<file path="config.mk">
export PLATFORM = sky130hd
export DESIGN_NAME = bjgs_ctl
export DESIGN_NICKNAME = d
export VERILOG_FILES = /design/src/bjgs_pkg.sv /design/src/bjgs_ctl.sv
export SDC_FILE = /design/constraint.sdc
export NUM_CORES = 1
export LEC_CHECK = 0
export BUFFER_PORTS_ARGS = -buffer_cell sky130_fd_sc_hd__buf_2
export CELL_PAD_IN_SITES_DETAIL_PLACEMENT = 0
export CELL_PAD_IN_SITES_GLOBAL_PLACEMENT = 2
export CORE_MARGIN = 2
export CORE_UTILIZATION = 30
export CTS_BUF_LIST = sky130_fd_sc_hd__clkbuf_16
export DETAILED_ROUTE_END_ITERATION = 10
export PLACE_DENSITY = 0.79
export SETUP_SLACK_MARGIN = 0.5
export SKIP_LAST_GASP = 1
export SLEW_MARGIN = 20
export SYNTH_ARGS = -nofsm -noshare
export SYNTH_HDL_FRONTEND = slang
export SYNTH_SLANG_ARGS = --single-unit
</file>
<file path="constraint.sdc">
create_clock -name clk -period 3.05 [get_ports clk]
set_input_delay 0.305 -clock clk [delete_from_list [all_inputs] [get_ports clk]]
set_output_delay 0.305 -clock clk [all_outputs]
set_load 0.01 [all_outputs]
</file>
<file path="src/bjgs_pkg.sv">
// Types and constants of the block Jacobi grid smoother.
// Used by the controller, datapath, top level and checker.
package bjgs_pkg;

  localparam int DIM_W = 7;

  typedef enum logic [1:0] {
    ACT_WRITE = 2'd0,
    ACT_SOLVE = 2'd1,
    ACT_READ  = 2'd2,
    ACT_NONE  = 2'd3
  } action_t;

  typedef enum logic [1:0] {
    REG_SWEEPS = 2'd0,
    REG_ROWS   = 2'd1,
    REG_COLS   = 2'd2,
    REG_SPARE  = 2'd3
  } reg_index_t;

  localparam logic [3:0]       SWEEPS_RESET = 4'd5;
  localparam logic [DIM_W-1:0] ROWS_RESET   = 7'd64;
  localparam logic [DIM_W-1:0] COLS_RESET   = 7'd64;

  typedef struct packed {
    action_t            action;
    logic [5:0]         row;
    logic [5:0]         col;
    logic signed [31:0] value;
  } in_item_t;

  typedef struct packed {
    logic signed [31:0] data;
    logic               status;
  } out_item_t;

  typedef enum logic [1:0] {
    ST_IDLE,
    ST_RD_WAIT,
    ST_SWEEP
  } state_t;

  // Steps of one cell update.
  typedef enum logic [2:0] {
    PH_UP    = 3'd0,
    PH_DOWN  = 3'd1,
    PH_LEFT  = 3'd2,
    PH_RIGHT = 3'd3,
    PH_LAST  = 3'd4,
    PH_WRITE = 3'd5
  } phase_t;

  typedef enum logic [1:0] {
    DIR_UP,
    DIR_DOWN,
    DIR_LEFT,
    DIR_RIGHT
  } dir_t;

  typedef enum logic [1:0] {
    OSRC_ITEM,
    OSRC_READ,
    OSRC_ZERO
  } osrc_t;

  typedef struct packed {
    logic  res_wr;
    logic  item_rd;
    logic  solve_done;
    logic  nb_rd;
    dir_t  nb_dir;
    logic  nb_use;
    logic  src_sel;
    logic  acc_load;
    logic  acc_add;
    logic  est_wr;
    logic  out_load;
    osrc_t out_src;
  } cmd_t;

  typedef struct packed {
    action_t          action;
    logic             in_tile;
    logic             out_free;
    logic [3:0]       sweeps;
    logic [DIM_W-1:0] rows;
    logic [DIM_W-1:0] cols;
  } sts_t;

endpackage

</file>
<file path="src/bjgs_ctl.sv">
// Controller of the smoother: item decode and the sweep sequencer.
// Depends on bjgs_pkg; drives the datapath through cmd_t.
module bjgs_ctl import bjgs_pkg::*; #(
  parameter int MAX_ROWS = 64,
  parameter int MAX_COLS = 64
) (
  input  logic                        clk,
  input  logic                        rst,
  input  logic                        in_valid,
  output logic                        in_stall,
  input  sts_t                        sts,
  output cmd_t                        cmd,
  output logic [$clog2(MAX_ROWS)-1:0] cell_row,
  output logic [$clog2(MAX_COLS)-1:0] cell_col
);

  localparam int RW   = $clog2(MAX_ROWS);
  localparam int CLW  = $clog2(MAX_COLS);
  localparam int MW   = (RW > CLW) ? RW : CLW;
  localparam int CMPW = ((MW > DIM_W) ? MW : DIM_W) + 1;

  state_t         state, state_next;
  phase_t         phase, phase_next;
  logic [RW-1:0]  r, r_next;
  logic [CLW-1:0] c, c_next;
  logic [3:0]     sweep, sweep_next;

  logic has_up, has_down, has_left, has_right, prev_ok;
  logic row_end, col_end, last_sweep;

  assign cell_row = r;
  assign cell_col = c;

  // Neighbor presence and tile position of the current cell.
  always_comb begin
    prev_ok    = (sweep != 4'd0);
    has_up     = (r != '0);
    has_down   = (CMPW'(r) + CMPW'(1)) < CMPW'(sts.rows);
    has_left   = (c != '0);
    has_right  = (CMPW'(c) + CMPW'(1)) < CMPW'(sts.cols);
    row_end    = !has_down;
    col_end    = !has_right;
    last_sweep = (sweep + 4'd1) == sts.sweeps;
  end

  // State and counter registers.
  always_ff @(posedge clk) begin
    if (rst) begin
      state <= ST_IDLE;
      phase <= PH_UP;
      r     <= '0;
      c     <= '0;
      sweep <= '0;
    end else begin
      state <= state_next;
      phase <= phase_next;
      r     <= r_next;
      c     <= c_next;
      sweep <= sweep_next;
    end
  end

  // Next state and commands.
  always_comb begin
    state_next = state;
    phase_next = phase;
    r_next     = r;
    c_next     = c;
    sweep_next = sweep;
    cmd        = '0;
    in_stall   = 1'b1;
    cmd.src_sel = sweep[0];

    unique case (state)
      ST_IDLE: begin
        in_stall = !sts.out_free;
        if (in_valid && sts.out_free) begin
          unique case (sts.action)
            ACT_WRITE: begin
              cmd.res_wr   = sts.in_tile;
              cmd.out_load = 1'b1;
              cmd.out_src  = OSRC_ITEM;
            end
            ACT_READ: begin
              cmd.item_rd = 1'b1;
              state_next  = ST_RD_WAIT;
            end
            ACT_SOLVE: begin
              if (sts.sweeps == 4'd0) begin
                cmd.solve_done = 1'b1;
                cmd.out_load   = 1'b1;
                cmd.out_src    = OSRC_ZERO;
              end else begin
                state_next = ST_SWEEP;
                phase_next = PH_UP;
                r_next     = '0;
                c_next     = '0;
                sweep_next = '0;
              end
            end
            default: begin
              cmd.out_load = 1'b1;
              cmd.out_src  = OSRC_ITEM;
            end
          endcase
        end
      end

      ST_RD_WAIT: begin
        cmd.out_load = 1'b1;
        cmd.out_src  = OSRC_READ;
        state_next   = ST_IDLE;
      end

      ST_SWEEP: begin
        unique case (phase)
          PH_UP: begin
            cmd.nb_rd  = 1'b1;
            cmd.nb_dir = DIR_UP;
            cmd.nb_use = prev_ok && has_up;
            phase_next = PH_DOWN;
          end
          PH_DOWN: begin
            cmd.nb_rd    = 1'b1;
            cmd.nb_dir   = DIR_DOWN;
            cmd.nb_use   = prev_ok && has_down;
            cmd.acc_load = 1'b1;
            phase_next   = PH_LEFT;
          end
          PH_LEFT: begin
            cmd.nb_rd   = 1'b1;
            cmd.nb_dir  = DIR_LEFT;
            cmd.nb_use  = prev_ok && has_left;
            cmd.acc_add = 1'b1;
            phase_next  = PH_RIGHT;
          end
          PH_RIGHT: begin
            cmd.nb_rd   = 1'b1;
            cmd.nb_dir  = DIR_RIGHT;
            cmd.nb_use  = prev_ok && has_right;
            cmd.acc_add = 1'b1;
            phase_next  = PH_LAST;
          end
          PH_LAST: begin
            cmd.acc_add = 1'b1;
            phase_next  = PH_WRITE;
          end
          PH_WRITE: begin
            cmd.est_wr = 1'b1;
            phase_next = PH_UP;
            if (!col_end) begin
              c_next = c + CLW'(1);
            end else begin
              c_next = '0;
              if (!row_end) begin
                r_next = r + RW'(1);
              end else begin
                r_next = '0;
                if (last_sweep) begin
                  cmd.solve_done = 1'b1;
                  cmd.out_load   = 1'b1;
                  cmd.out_src    = OSRC_ZERO;
                  state_next     = ST_IDLE;
                end else begin
                  sweep_next = sweep + 4'd1;
                end
              end
            end
          end
          default: begin
            phase_next = PH_UP;
          end
        endcase
      end

      default: begin
        state_next = ST_IDLE;
      end
    endcase
  end

endmodule

</file>
==> results of run 1 <==
[what timing repair did]
action,in CTS,in global routing
setup buffers,9,5
pin swaps,13,14
endpoints found under the setup margin,4,7
gates cloned,0,0
resized for setup,36,19
[layout by cell type (no fill, tap or decap), types with 10 or more instances in the layout]
cell | netlist | final
sky130_fd_sc_hd__a21oi_1 | 12 | 10
sky130_fd_sc_hd__buf_2 | 1 | 50
sky130_fd_sc_hd__buf_4 | 1 | 19
sky130_fd_sc_hd__dfxtp_1 | 21 | 10
sky130_fd_sc_hd__ha_1 | 21 | 17
sky130_fd_sc_hd__inv_1 | 26 | 25
sky130_fd_sc_hd__nand2_1 | 15 | 15
sky130_fd_sc_hd__nand4_1 | 10 | 10
sky130_fd_sc_hd__nor2_1 | 16 | 14
sky130_fd_sc_hd__nor3_1 | 12 | 11
sky130_fd_sc_hd__xnor2_1 | 10 | 10
[cell families after synthesis]
logic type      after synthesis  synth area share
fa+ha+maj                    21             0.136
xor+xnor                     19            0.0860
buf+inv                      36            0.0724
simple gates                 99             0.290
compound gates               55             0.199
flops                        21             0.217
[area by class of cell]
cell class | count | area (um^2) | area share
Clock buffer | 3 | 75.1 | 0.0279
Clock inverter | 1 | 7.51 | 0.00279
Inverter | 26 | 97.6 | 0.0363
Multi-Input combinational cell | 194 | 1540 | 0.574
Sequential cell | 21 | 454 | 0.169
Tap cell | 77 | 96.3 | 0.0358
Timing Repair Buffer | 71 | 415 | 0.154
[stage by stage]
stage               instance area [um^2]  setup slack, ns  hold WS (ns)
global placement                    2290            0.290         0.515
global route                        2690            0.346         0.530
finish                              2690            0.452         0.482
CTS                                 2570            0.415         0.494
floorplan                           1930            0.643         0.535
detailed placement                  2290            0.280         0.530
[report_power, final]
group          internal [mW]  switching (mW)  total, mW
combinational         0.0426          0.0590      0.102
clock                  0.178           0.118      0.296
sequential             0.269         0.00416      0.273
total                  0.490           0.181      0.671
[layer usage]
metal  up-vias  global-route usage
met5         -                   0
met4         0              0.0440
met3         6              0.0187
met2        55               0.246
met1       947               0.225
li1       1054                   -
[state kept, by name, indices dropped and copies added (netlist names)]
name and flops:
state 2, phase 3, cell_row 6, sweep 4, cell_col 6
[how the worst max path moves through the flow]
| stage | endpoint | slack, ns | depth (start not counted) |
|---|---|---|---|
| 2_1_floorplan | cmd[7] | 0.64 | 8 |
| 3_3_place_gp | cmd[2] | 0.29 | 9 |
| 3_5_place_dp | cmd[7] | 0.28 | 9 |
| 4_1_cts | cmd[7] | 0.42 | 10 |
| 5_1_grt | cmd[7] | 0.35 | 10 |
| 6_report | cmd[7] | 0.45 | 9 |
[critical path: cells and delay by family, from the launching register on]
kind                     cells  cell delay, ns
AO/OA/AOI/OAI                5            0.91
buffers and inverters        1            0.10
adder cells (fa/ha/maj)      2            0.50
XOR/XNOR                     1            0.14
flip-flops                   1            0.37
==> flow_summary.yaml, run 1 <==
final_layout:
  fraction_of_final_layout_cells_with_drive_strength_greater_than_1: 0.373
  flow.area_growth_from_synthesis_pct: 39.0
  antennaDiodeCount: 0
  final_cell_count_without_fillers: 393
  final_util: 0.428
  finish.net_count: 363
  fillerInstances: 655
logic_synthesis:
  synth.net_count: 297
  synth_seq_area_share: 0.217
  synth.yosys.warnings: 0
  netlist_area_um2: 1930
  area_share_of_the_largest_cell_type_after_synthesis: 0.217
  yosysMostFrequentCell: "sky130_fd_sc_hd__inv_1"
  netlist_instances: 251
  synth_edf_count: 0
  synth-async-reset-ratio: 0
  synth-main-ff-cell: "sky130_fd_sc_hd__dfxtp_1"
  syn_avg_cell_area_um2: 7.71
  yosys.cell_types.count: 52
  synth-seq-cells: 21
  yosys-top-cells-area: "sky130_fd_sc_hd__dfxtp_1, sky130_fd_sc_hd__ha_1, sky130_fd_sc_hd__inv_1"
  ys_top_cells_by_count: "sky130_fd_sc_hd__inv_1, sky130_fd_sc_hd__dfxtp_1, sky130_fd_sc_hd__ha_1, sky130_fd_sc_hd__nor2_1, sky130_fd_sc_hd__nand2_1"
  synth_largest_area_cell: "sky130_fd_sc_hd__dfxtp_1"
timing:
  layout_min_cycle_time_ns: 2.60
  setup_viol: 0
  rsz0062_at_grt: "true"
  maxSlewHeadroom: 0.499
  max_clock_freq_ghz: 0.385
  maxSlewViolCount: 0
  fin_setup_tns_ns: 0
  layout_worst_path_cycle_share: 0.852
  hold_violations: 0
  worst-slew-pin-transition_ns: 0.751
  finalClockSkew_ns: 0.00564
pwr:
  leak_pwr_nw: 1.20
  vdd_ir_max_uv: 189
  post-layout-total-power_mw: 0.671
  power_density_nw_per_um2: 249
setup_path:
  critical_path.max_stage_delay_ns: 0.37
  worst-path-max-fanout: 5
  critPathCaptureType: "primary output"
  crit_path_start_kind: "register"
  worst-r2r-cell-count: 9
  cp-startpoint: "cell_col[0]"
  worst_r2r_startpoint: "cell_col[0]"
  ff2ff_setup_slack_ns: 0.70
  critical_path.reg2reg.endpoint: "sweep[1]"
  critical_path_required_ns: 2.74
  critPathArrivalTime_ns: 2.29
  criticalPathCategory: "register to primary output"
  critical_path.cell_chain: "ha_4 > xor2_1 > ha_1 > a21o_1 > a31oi_4 > o21ai_2 > a21oi_1 > o221a_2 > buf_6"
  cell_type_of_the_slowest_stage_on_the_worst_timing_path: "sky130_fd_sc_hd__dfxtp_4"
clocking:
  cts.hold.buffers_added: 0
  tritoncts: "yes"
  cts_root_buf: "sky130_fd_sc_hd__clkbuf_16"
  cts_buffers: 3
  clockBufferDepth: 2
  cts.htree.levels: 1
  clk_pin_slew_ns: 0.07
  clk_latency_ns: 0.26
  cts.sinks: 21
global_route:
  grt_first_pass_wirelength_um: 9240
  gr-usage-all-layers: 0.157
  grt_max_degree: 27
  globalRoute.totalOverflow: 0
  first_global_vias: 1929
  initial_antenna_violation_count: 0
drt:
  route.top_layer_used: "met4"
  firstDrtPassIters: 4
  avgRoutedWirePerCell_um: 14.3
  vias: 2062
  routedLengthMet1_um: 2800
  route.antenna.remaining_nets: 0
  detail_route.iter0.violations: 81
  drc: 0
  routed-wl-met2_um: 2530
  detail_route.vias_per_cell: 5.25
  route.final.wire_length_um: 5630
  met3_length_um: 220
floorplan:
  die_height_um: 84.3
  floorplan.initialDensity: 0.308
  core_area_um2: 6280
  io-pin-count: 52
  floorplan.rows: 29
  design.die.area_um2: 7110
  die_w_um: 84.3
placement:
  post-dp-hpwl_um: 4060
  dp_cells: 375
  place_congestion: 0.821
  total_of_buffers_placed_on_input_and_output_ports: 51
min_path:
  timing.hold.worst_path_depth: 3
  timing.hold.worst.start: "sts[20]"
  hold-path-endpoint: "state[0]"
  timing.hold.worst.class: "input pin to register"
run_status:
  status: "completed"
flow_run:
  max-cap-violations: 0
No activity file was read; power rests on OpenSTA's default activity.
==> run 2, diff against run 1 <==
==> config.mk (replaced) <==
export PLATFORM = sky130hd
export DESIGN_NAME = bjgs_ctl
export DESIGN_NICKNAME = d
export VERILOG_FILES = /design/src/bjgs_pkg.sv /design/src/bjgs_ctl.sv
export SDC_FILE = /design/constraint.sdc
export NUM_CORES = 1
export LEC_CHECK = 0
export ABC_AREA = 1
export BUFFER_PORTS_ARGS = -buffer_cell sky130_fd_sc_hd__buf_2
export CELL_PAD_IN_SITES_DETAIL_PLACEMENT = 1
export CELL_PAD_IN_SITES_GLOBAL_PLACEMENT = 1
export CORE_MARGIN = 2
export CORE_UTILIZATION = 36
export CTS_BUF_LIST = sky130_fd_sc_hd__clkbuf_16
export DETAILED_ROUTE_END_ITERATION = 10
export PLACE_DENSITY = 0.78
export SETUP_SLACK_MARGIN = 0.5
export SKIP_LAST_GASP = 1
export SYNTH_ARGS = -nofsm -noshare
export SYNTH_HDL_FRONTEND = slang
export SYNTH_SLANG_ARGS = --single-unit
==> run 2 against run 1 <==
  * Combinational power rose to 6.1 times the previous value
  * Register-to-register slack lost 0.09 ns
  * Largest power group is now combinational logic
  * Die area decreased by 17%
  * Routed wire length increased by 9.4%
  * Clock-buffer cell count stayed put
  * Critical path type unchanged
  * Critical endpoint is now cmd[11]
==> flow_summary.yaml, run 2 <==
run_status:
  status: "completed"
global_route:
  gr-usage-all-layers: 0.206
  globalRoute.totalOverflow: 0
  grt_first_pass_wirelength_um: 10000
  grt_max_degree: 13
  first_global_vias: 2266
  initial_antenna_violation_count: 0
logic_synthesis:
  synth.yosys.warnings: 0
  post_synth_mux_area_share: 0.0105
  yosys.area_share.simple: 0.373
  yosys.cell_types.count: 31
  synth_top_family_by_area: "simple AND/OR/NAND/NOR gates"
  netlist_instances: 305
  synth_fa_ha_area_frac: 0.138
  synth_seq_area_share: 0.221
  ys_top_cells_by_count: "sky130_fd_sc_hd__nand2_1, sky130_fd_sc_hd__inv_1, sky130_fd_sc_hd__nor2_1, sky130_fd_sc_hd__nand3_1"
  synth_edf_count: 0
  synth.net_count: 351
  netlist_area_um2: 1900
  synth-seq-cells: 21
  synth_largest_area_cell: "sky130_fd_sc_hd__dfxtp_1"
  syn_avg_cell_area_um2: 6.23
  synth-main-ff-cell: "sky130_fd_sc_hd__dfxtp_1"
  compound_gate_fraction_of_synth_area: 0.0869
  area_share_of_the_largest_cell_type_after_synthesis: 0.221
  yosys-top-cells-area: "sky130_fd_sc_hd__dfxtp_1, sky130_fd_sc_hd__nand2_1, sky130_fd_sc_hd__ha_1"
  yosys.area_share.xor_xnor: 0.0415
  synth-async-reset-ratio: 0
  yosysMostFrequentCell: "sky130_fd_sc_hd__nand2_1"
setup_path:
  cell_type_of_the_slowest_stage_on_the_worst_timing_path: "sky130_fd_sc_hd__dfxtp_4"
  critical_path.top_delay_family: "simple AND/OR/NAND/NOR gates"
  worst_r2r_startpoint: "cell_col[1]"
  ff2ff_setup_slack_ns: 0.61
  critical_path.reg2reg.endpoint: "cell_row[1]"
  cp_num_buf_inv: 2
  cp-startpoint: "cell_col[1]"
  critical_path_required_ns: 2.74
  worst-path-max-fanout: 4
  critPathArrivalTime_ns: 2.35
  worst-r2r-cell-count: 12
  critPathCaptureType: "primary output"
  critical_path.max_stage_delay_ns: 0.38
  criticalPathCategory: "register to primary output"
  crit_path_start_kind: "register"
  critical_path.cell_chain: "nand3_2 > nand3b_1 > xor2_1 > inv_1 > ha_4 > nand2_4 > nor2_4 > nand2_1 > and2_4 > nor2_4 > nand3b_1 > nand2_1 > buf_2"
final_layout:
  layout.cells.most_common: "sky130_fd_sc_hd__nand2_1"
  antennaDiodeCount: 0
  finish.net_count: 420
  design_area_um2: 2610
  fraction_of_final_layout_cells_with_drive_strength_greater_than_1: 0.298
  flow.area_growth_from_synthesis_pct: 37.2
  commonest_non_fill_non_tap_cells_in_the_layout: "sky130_fd_sc_hd__nand2_1, sky130_fd_sc_hd__inv_1, sky130_fd_sc_hd__buf_2"
  final_util: 0.511
timing:
  fin_setup_tns_ns: 0
  hold_violations: 0
  max_clock_freq_ghz: 0.377
  setup_viol: 0
  maxSlewViolCount: 0
  maxSlewHeadroom: 0.778
  worst-slew-pin-transition_ns: 0.331
  rsz0062_at_grt: "true"
  final_critical_path_setup_slack_ns: 0.396
  layout_worst_path_cycle_share: 0.870
  layout_min_cycle_time_ns: 2.65
  finalClockSkew_ns: 0.00780
floorplan:
  floorplan.rows: 26
  design.die.area_um2: 5880
  floorplan.initialDensity: 0.372
  die_w_um: 76.7
  core_area_um2: 5110
  io-pin-count: 52
  die_height_um: 76.7
min_path:
  hold-path-endpoint: "cell_row[3]"
  timing.hold.worst_path_depth: 2
  timing.hold.worst.class: "input pin to register"
  timing.hold.worst.start: "rst"
pwr:
  netSwitchingFraction: 0.449
  vdd_ir_max_uv: 204
  post-layout-total-power_mw: 1.30
  comb_power_share: 0.481
  clock_power_share: 0.231
  leak_pwr_nw: 1.34
  power_density_nw_per_um2: 498
  seq_power_share: 0.288
  p_int_mw: 0.716
  total_switching_power_mw: 0.583
clocking:
  cts_root_buf: "sky130_fd_sc_hd__clkbuf_16"
  clk_pin_slew_ns: 0.07
  clockBufferDepth: 2
  clk_latency_ns: 0.26
  tritoncts: "yes"
  cts.hold.buffers_added: 0
  cts.htree.levels: 1
  cts_buffers: 3
  cts.sinks: 21
placement:
  post-dp-hpwl_um: 4350
  pre_cts_ws_ns: 0.437
  post_dp_cell_area_um2: 2230
  total_of_buffers_placed_on_input_and_output_ports: 51
  place_congestion: 0.825
drt:
  vias: 2180
  detail_route.iter0.violations: 43
  firstDrtPassIters: 4
  detail_route.vias_per_cell: 4.92
  route.antenna.remaining_nets: 0
  route.final.wire_length_um: 6160
  avgRoutedWirePerCell_um: 13.9
  drc: 0
flow_run:
  max-cap-violations: 0
run 2: changes by cell type in the layout (fill, tap and decap cells not counted), moves of 6 or more:
cell	change
sky130_fd_sc_hd__nor2_1	+18
sky130_fd_sc_hd__nand4_1	-6
sky130_fd_sc_hd__nand2_1	+55
sky130_fd_sc_hd__nor4_1	-6
sky130_fd_sc_hd__nand3_1	+15
sky130_fd_sc_hd__xnor2_1	-9
sky130_fd_sc_hd__inv_1	+32
run 2: cell families (layout without fill, tap and decap cells):
group | Yosys count | count (layout)
buffers and inverters | 63 | 131
xor gates and xnor gates | 9 | 9
and+or+nand+nor | 159 | 159
muxes | 2 | 2
AOI/OAI and AO/OA | 30 | 30
DFF | 21 | 21
adders and majority gates | 21 | 21
run 2: worst reg2reg max path, cell delays in order (launching register included):
cell and delay (ns):
sky130_fd_sc_hd__dfxtp_4 0.38, sky130_fd_sc_hd__nand3_2 0.08, sky130_fd_sc_hd__nand3b_1 0.19, sky130_fd_sc_hd__xor2_1 0.21, sky130_fd_sc_hd__inv_1 0.10, sky130_fd_sc_hd__ha_4 0.17, sky130_fd_sc_hd__a21o_1 0.18, sky130_fd_sc_hd__nor2_2 0.13
sky130_fd_sc_hd__buf_4 0.12, sky130_fd_sc_hd__nand3_1 0.13, sky130_fd_sc_hd__nand2_4 0.17, sky130_fd_sc_hd__nand2_2 0.15, sky130_fd_sc_hd__o21ai_0 0.31
run 2: worst max path at each step:
stage,endpoint,slack (ns),cells past startpoint
4_1_cts,cmd[7],0.48,15
6_report,cmd[11],0.40,13
3_5_place_dp,cmd[7],0.44,14
3_3_place_gp,cmd[7],0.53,14
5_1_grt,cmd[1],0.22,13
2_1_floorplan,sweep[0],0.84,14
run 2: area by class of cell:
type	count	area (um^2)
fillers	713	2500
multi-input cells	221	1390
repair buffers	67	375
clock inverters	1	5.00
inverters	60	225
well taps	70	87.6
flip-flops and latches	21	447
clock buffers	3	75.1
run 2: per-stage QoR:
step | cells | hold WS (ns)
after floorplan | 305 | 0.472
after global placement | 424 | 0.488
after detailed placement | 424 | 0.503
after CTS | 440 | 0.347
after global routing | 443 | 0.382
final | 443 | 0.342
run 2: what timing repair did:
action	in CTS	in global routing
pin swaps	13	10
buffers inserted	12	3
endpoints found under the setup margin	4	8
gates resized for setup	33	11
run 2: per-layer routing:
| layer | track usage | wire, um | vias up |
|---|---|---|---|
| met5 | 0 | 0 | - |
| met4 | 0.0527 | 94 | 0 |
| met3 | 0.0259 | 184 | 9 |
| met2 | 0.395 | 3230 | 42 |
| met1 | 0.240 | 2660 | 1030 |
| li1 | - | - | 1099 |
run 2: power by group through the flow:
stage	Combinational [mW]	Sequential [mW]	Clock [mW]
floorplan	0.404	0.371	0
global placement	0.547	0.378	0
detailed placement	0.558	0.380	0
CTS	0.590	0.374	0.302
global route	0.708	0.382	0.315
finish	0.626	0.374	0.300
==> run 3, diff against run 2 <==
--- a/config.mk
+++ b/config.mk
@@ -8,13 +8,12 @@
 export ABC_AREA = 1
 export BUFFER_PORTS_ARGS = -buffer_cell sky130_fd_sc_hd__buf_2
 export CELL_PAD_IN_SITES_DETAIL_PLACEMENT = 1
-export CELL_PAD_IN_SITES_GLOBAL_PLACEMENT = 1
+export CELL_PAD_IN_SITES_GLOBAL_PLACEMENT = 2
 export CORE_MARGIN = 2
-export CORE_UTILIZATION = 36
+export CORE_UTILIZATION = 27
 export CTS_BUF_LIST = sky130_fd_sc_hd__clkbuf_16
 export DETAILED_ROUTE_END_ITERATION = 10
 export PLACE_DENSITY = 0.78
-export SETUP_SLACK_MARGIN = 0.5
 export SKIP_LAST_GASP = 1
 export SYNTH_ARGS = -nofsm -noshare
 export SYNTH_HDL_FRONTEND = slang
==> run 3 against run 2 <==
  * Clock power shrank 2%
  * Sequential share of layout area grew 0.84 points
  * Design area shrank 9.7%
  * Total power shrank 6.1%
  * Register-to-register slack lost 0.04 ns
==> flow_summary.yaml, run 3 (same netlist as run 2, synthesis figures left out) <==
pwr:
  power_density_nw_per_um2: 518
  seq_power_share: 0.307
  clock_power_share: 0.240
  p_int_mw: 0.689
  vdd_ir_max_uv: 216
  leak_pwr_nw: 1.26
  comb_power_share: 0.453
  total_switching_power_mw: 0.532
  netSwitchingFraction: 0.436
drt:
  route.antenna.remaining_nets: 0
  route.final.wire_length_um: 5350
  firstDrtPassIters: 4
  vias: 2024
  avgRoutedWirePerCell_um: 11.8
  detail_route.vias_per_cell: 4.46
  drc: 0
  detail_route.iter0.violations: 38
final_layout:
  final_util: 0.346
  layout.cells.most_common: "sky130_fd_sc_hd__nand2_1"
  commonest_non_fill_non_tap_cells_in_the_layout: "sky130_fd_sc_hd__nand2_1, sky130_fd_sc_hd__inv_1, sky130_fd_sc_hd__buf_2"
  flow.area_growth_from_synthesis_pct: 23.8
  fraction_of_final_layout_cells_with_drive_strength_greater_than_1: 0.193
  antennaDiodeCount: 0
  finish.net_count: 405
clocking:
  cts.htree.levels: 1
  clockBufferDepth: 2
  cts_setup_buffers: 0
  tritoncts: "yes"
  cts_buffers: 3
  cts.sinks: 21
  cts.repair.resized: 0
  clk_latency_ns: 0.26
  clk_pin_slew_ns: 0.07
  cts_root_buf: "sky130_fd_sc_hd__clkbuf_16"
  cts.hold.buffers_added: 0
setup_path:
  worst-r2r-cell-count: 14
  worst-path-max-fanout: 6
  critical_path.top_delay_family: "simple AND/OR/NAND/NOR gates"
  worst_r2r_startpoint: "cell_col[0]"
  critPathArrivalTime_ns: 2.45
  critical_path.cell_chain: "ha_1 > nand3_1 > xor2_1 > inv_1 > ha_1 > nand2_1 > a21oi_1 > nor2_1 > and2_1 > nor2_1 > nand3b_1 > nand2_1 > buf_2"
  crit_path_start_kind: "register"
  ff2ff_setup_slack_ns: 0.57
  criticalPathCategory: "register to primary output"
  critical_path.max_stage_delay_ns: 0.42
  critPathCaptureType: "primary output"
  critical_path.reg2reg.endpoint: "sweep[3]"
  cp_num_buf_inv: 2
  critical_path_required_ns: 2.74
  cell_type_of_the_slowest_stage_on_the_worst_timing_path: "sky130_fd_sc_hd__dfxtp_1"
min_path:
  hold-path-endpoint: "cell_row[2]"
  timing.hold.worst.class: "input pin to register"
  timing.hold.worst.start: "rst"
  timing.hold.worst_path_depth: 2
timing:
  rsz0062_at_grt: "false"
  max_clock_freq_ghz: 0.363
  layout_worst_path_cycle_share: 0.904
  fin_setup_tns_ns: 0
  setup_viol: 0
  hold_violations: 0
  layout_min_cycle_time_ns: 2.76
  maxSlewHeadroom: 0.761
  maxSlewViolCount: 0
  worst-slew-pin-transition_ns: 0.356
  finalClockSkew_ns: 0.00803
  final_critical_path_setup_slack_ns: 0.293
floorplan:
  core_area_um2: 6790
  die_w_um: 87.9
  floorplan.rows: 30
  die_height_um: 87.9
  floorplan.initialDensity: 0.280
  io-pin-count: 52
  design.die.area_um2: 7730
global_route:
  grt_first_pass_wirelength_um: 9130
  global_route.usage.met2: 0.251
  grt_max_degree: 14
  first_global_vias: 2005
  globalRoute.totalOverflow: 0
  busiest_layer: "met2"
  gr-usage-all-layers: 0.147
  grtUsageMet3: 0.0179
  groute.layer.met1.usage: 0.199
  initial_antenna_violation_count: 0
flow_run:
  max-cap-violations: 0
placement:
  total_of_buffers_placed_on_input_and_output_ports: 51
  pre_cts_ws_ns: 0.461
  place_congestion: 0.777
  post-dp-hpwl_um: 4460
run_status:
  status: "completed"
run 3: per-stage QoR:
| step | area, um^2 | cells | hold WS (ns) | total power [mW] |
|---|---|---|---|---|
| after global routing | 2350 | 454 | 0.369 | 1.35 |
| after global placement | 2260 | 450 | 0.487 | 0.940 |
| after detailed placement | 2260 | 450 | 0.491 | 0.945 |
| after CTS | 2350 | 454 | 0.360 | 1.24 |
| final | 2350 | 454 | 0.348 | 1.22 |
| after floorplan | 1900 | 305 | 0.472 | 0.775 |
run 3: cell type report:
cell class	count	area, um^2
fill	920	4440
clock inverter	1	7.51
multi-input combinational	221	1240
tap	96	120
timing repair buffer	52	263
inverter	60	225
sequential	21	423
clock buffer	3	75.1
run 3: how the worst max path moves through the flow:
| stage | from | depth (start not counted) | endpoint | slack (ns) |
|---|---|---|---|---|
| final | cell_col[0] | 13 | cmd[1] | 0.29 |
| after global routing | cell_col[0] | 13 | cmd[1] | 0.04 |
| after CTS | cell_row[0] | 15 | cmd[7] | 0.18 |
| after detailed placement | cell_row[0] | 15 | cmd[7] | 0.46 |
| after global placement | cell_row[0] | 15 | cmd[7] | 0.49 |
| after floorplan | cell_col[0] | 14 | sweep[0] | 0.84 |
run 3: power by group through the flow:
stage                     logic (mW)  registers (mW)  clock network [mW]
after CTS                      0.567           0.374               0.302
after floorplan                0.404           0.371                   0
after detailed placement       0.564           0.380                   0
final                          0.552           0.375               0.293
after global routing           0.646           0.385               0.316
after global placement         0.561           0.379                   0
run 3: worst reg2reg max path: stages (launching register included):
cell and delay [ns]:
sky130_fd_sc_hd__dfxtp_1 0.42, sky130_fd_sc_hd__ha_1 0.22, sky130_fd_sc_hd__nand3_1 0.12, sky130_fd_sc_hd__xor2_1 0.21
sky130_fd_sc_hd__inv_1 0.07, sky130_fd_sc_hd__ha_1 0.29, sky130_fd_sc_hd__nand2_1 0.06, sky130_fd_sc_hd__a21oi_1 0.12
sky130_fd_sc_hd__nor2_1 0.07, sky130_fd_sc_hd__nand3_1 0.13, sky130_fd_sc_hd__nand3_1 0.15, sky130_fd_sc_hd__nor2_2 0.31
sky130_fd_sc_hd__nand2_1 0.09, sky130_fd_sc_hd__nand2_1 0.07, sky130_fd_sc_hd__nor2_1 0.05
run 3: routing by layer:
metal,part of all wire,up-vias
met2,0.47,37
met3,0.040,2
met1,0.49,921
met5,0,-
met4,0.0047,0
li1,-,1064
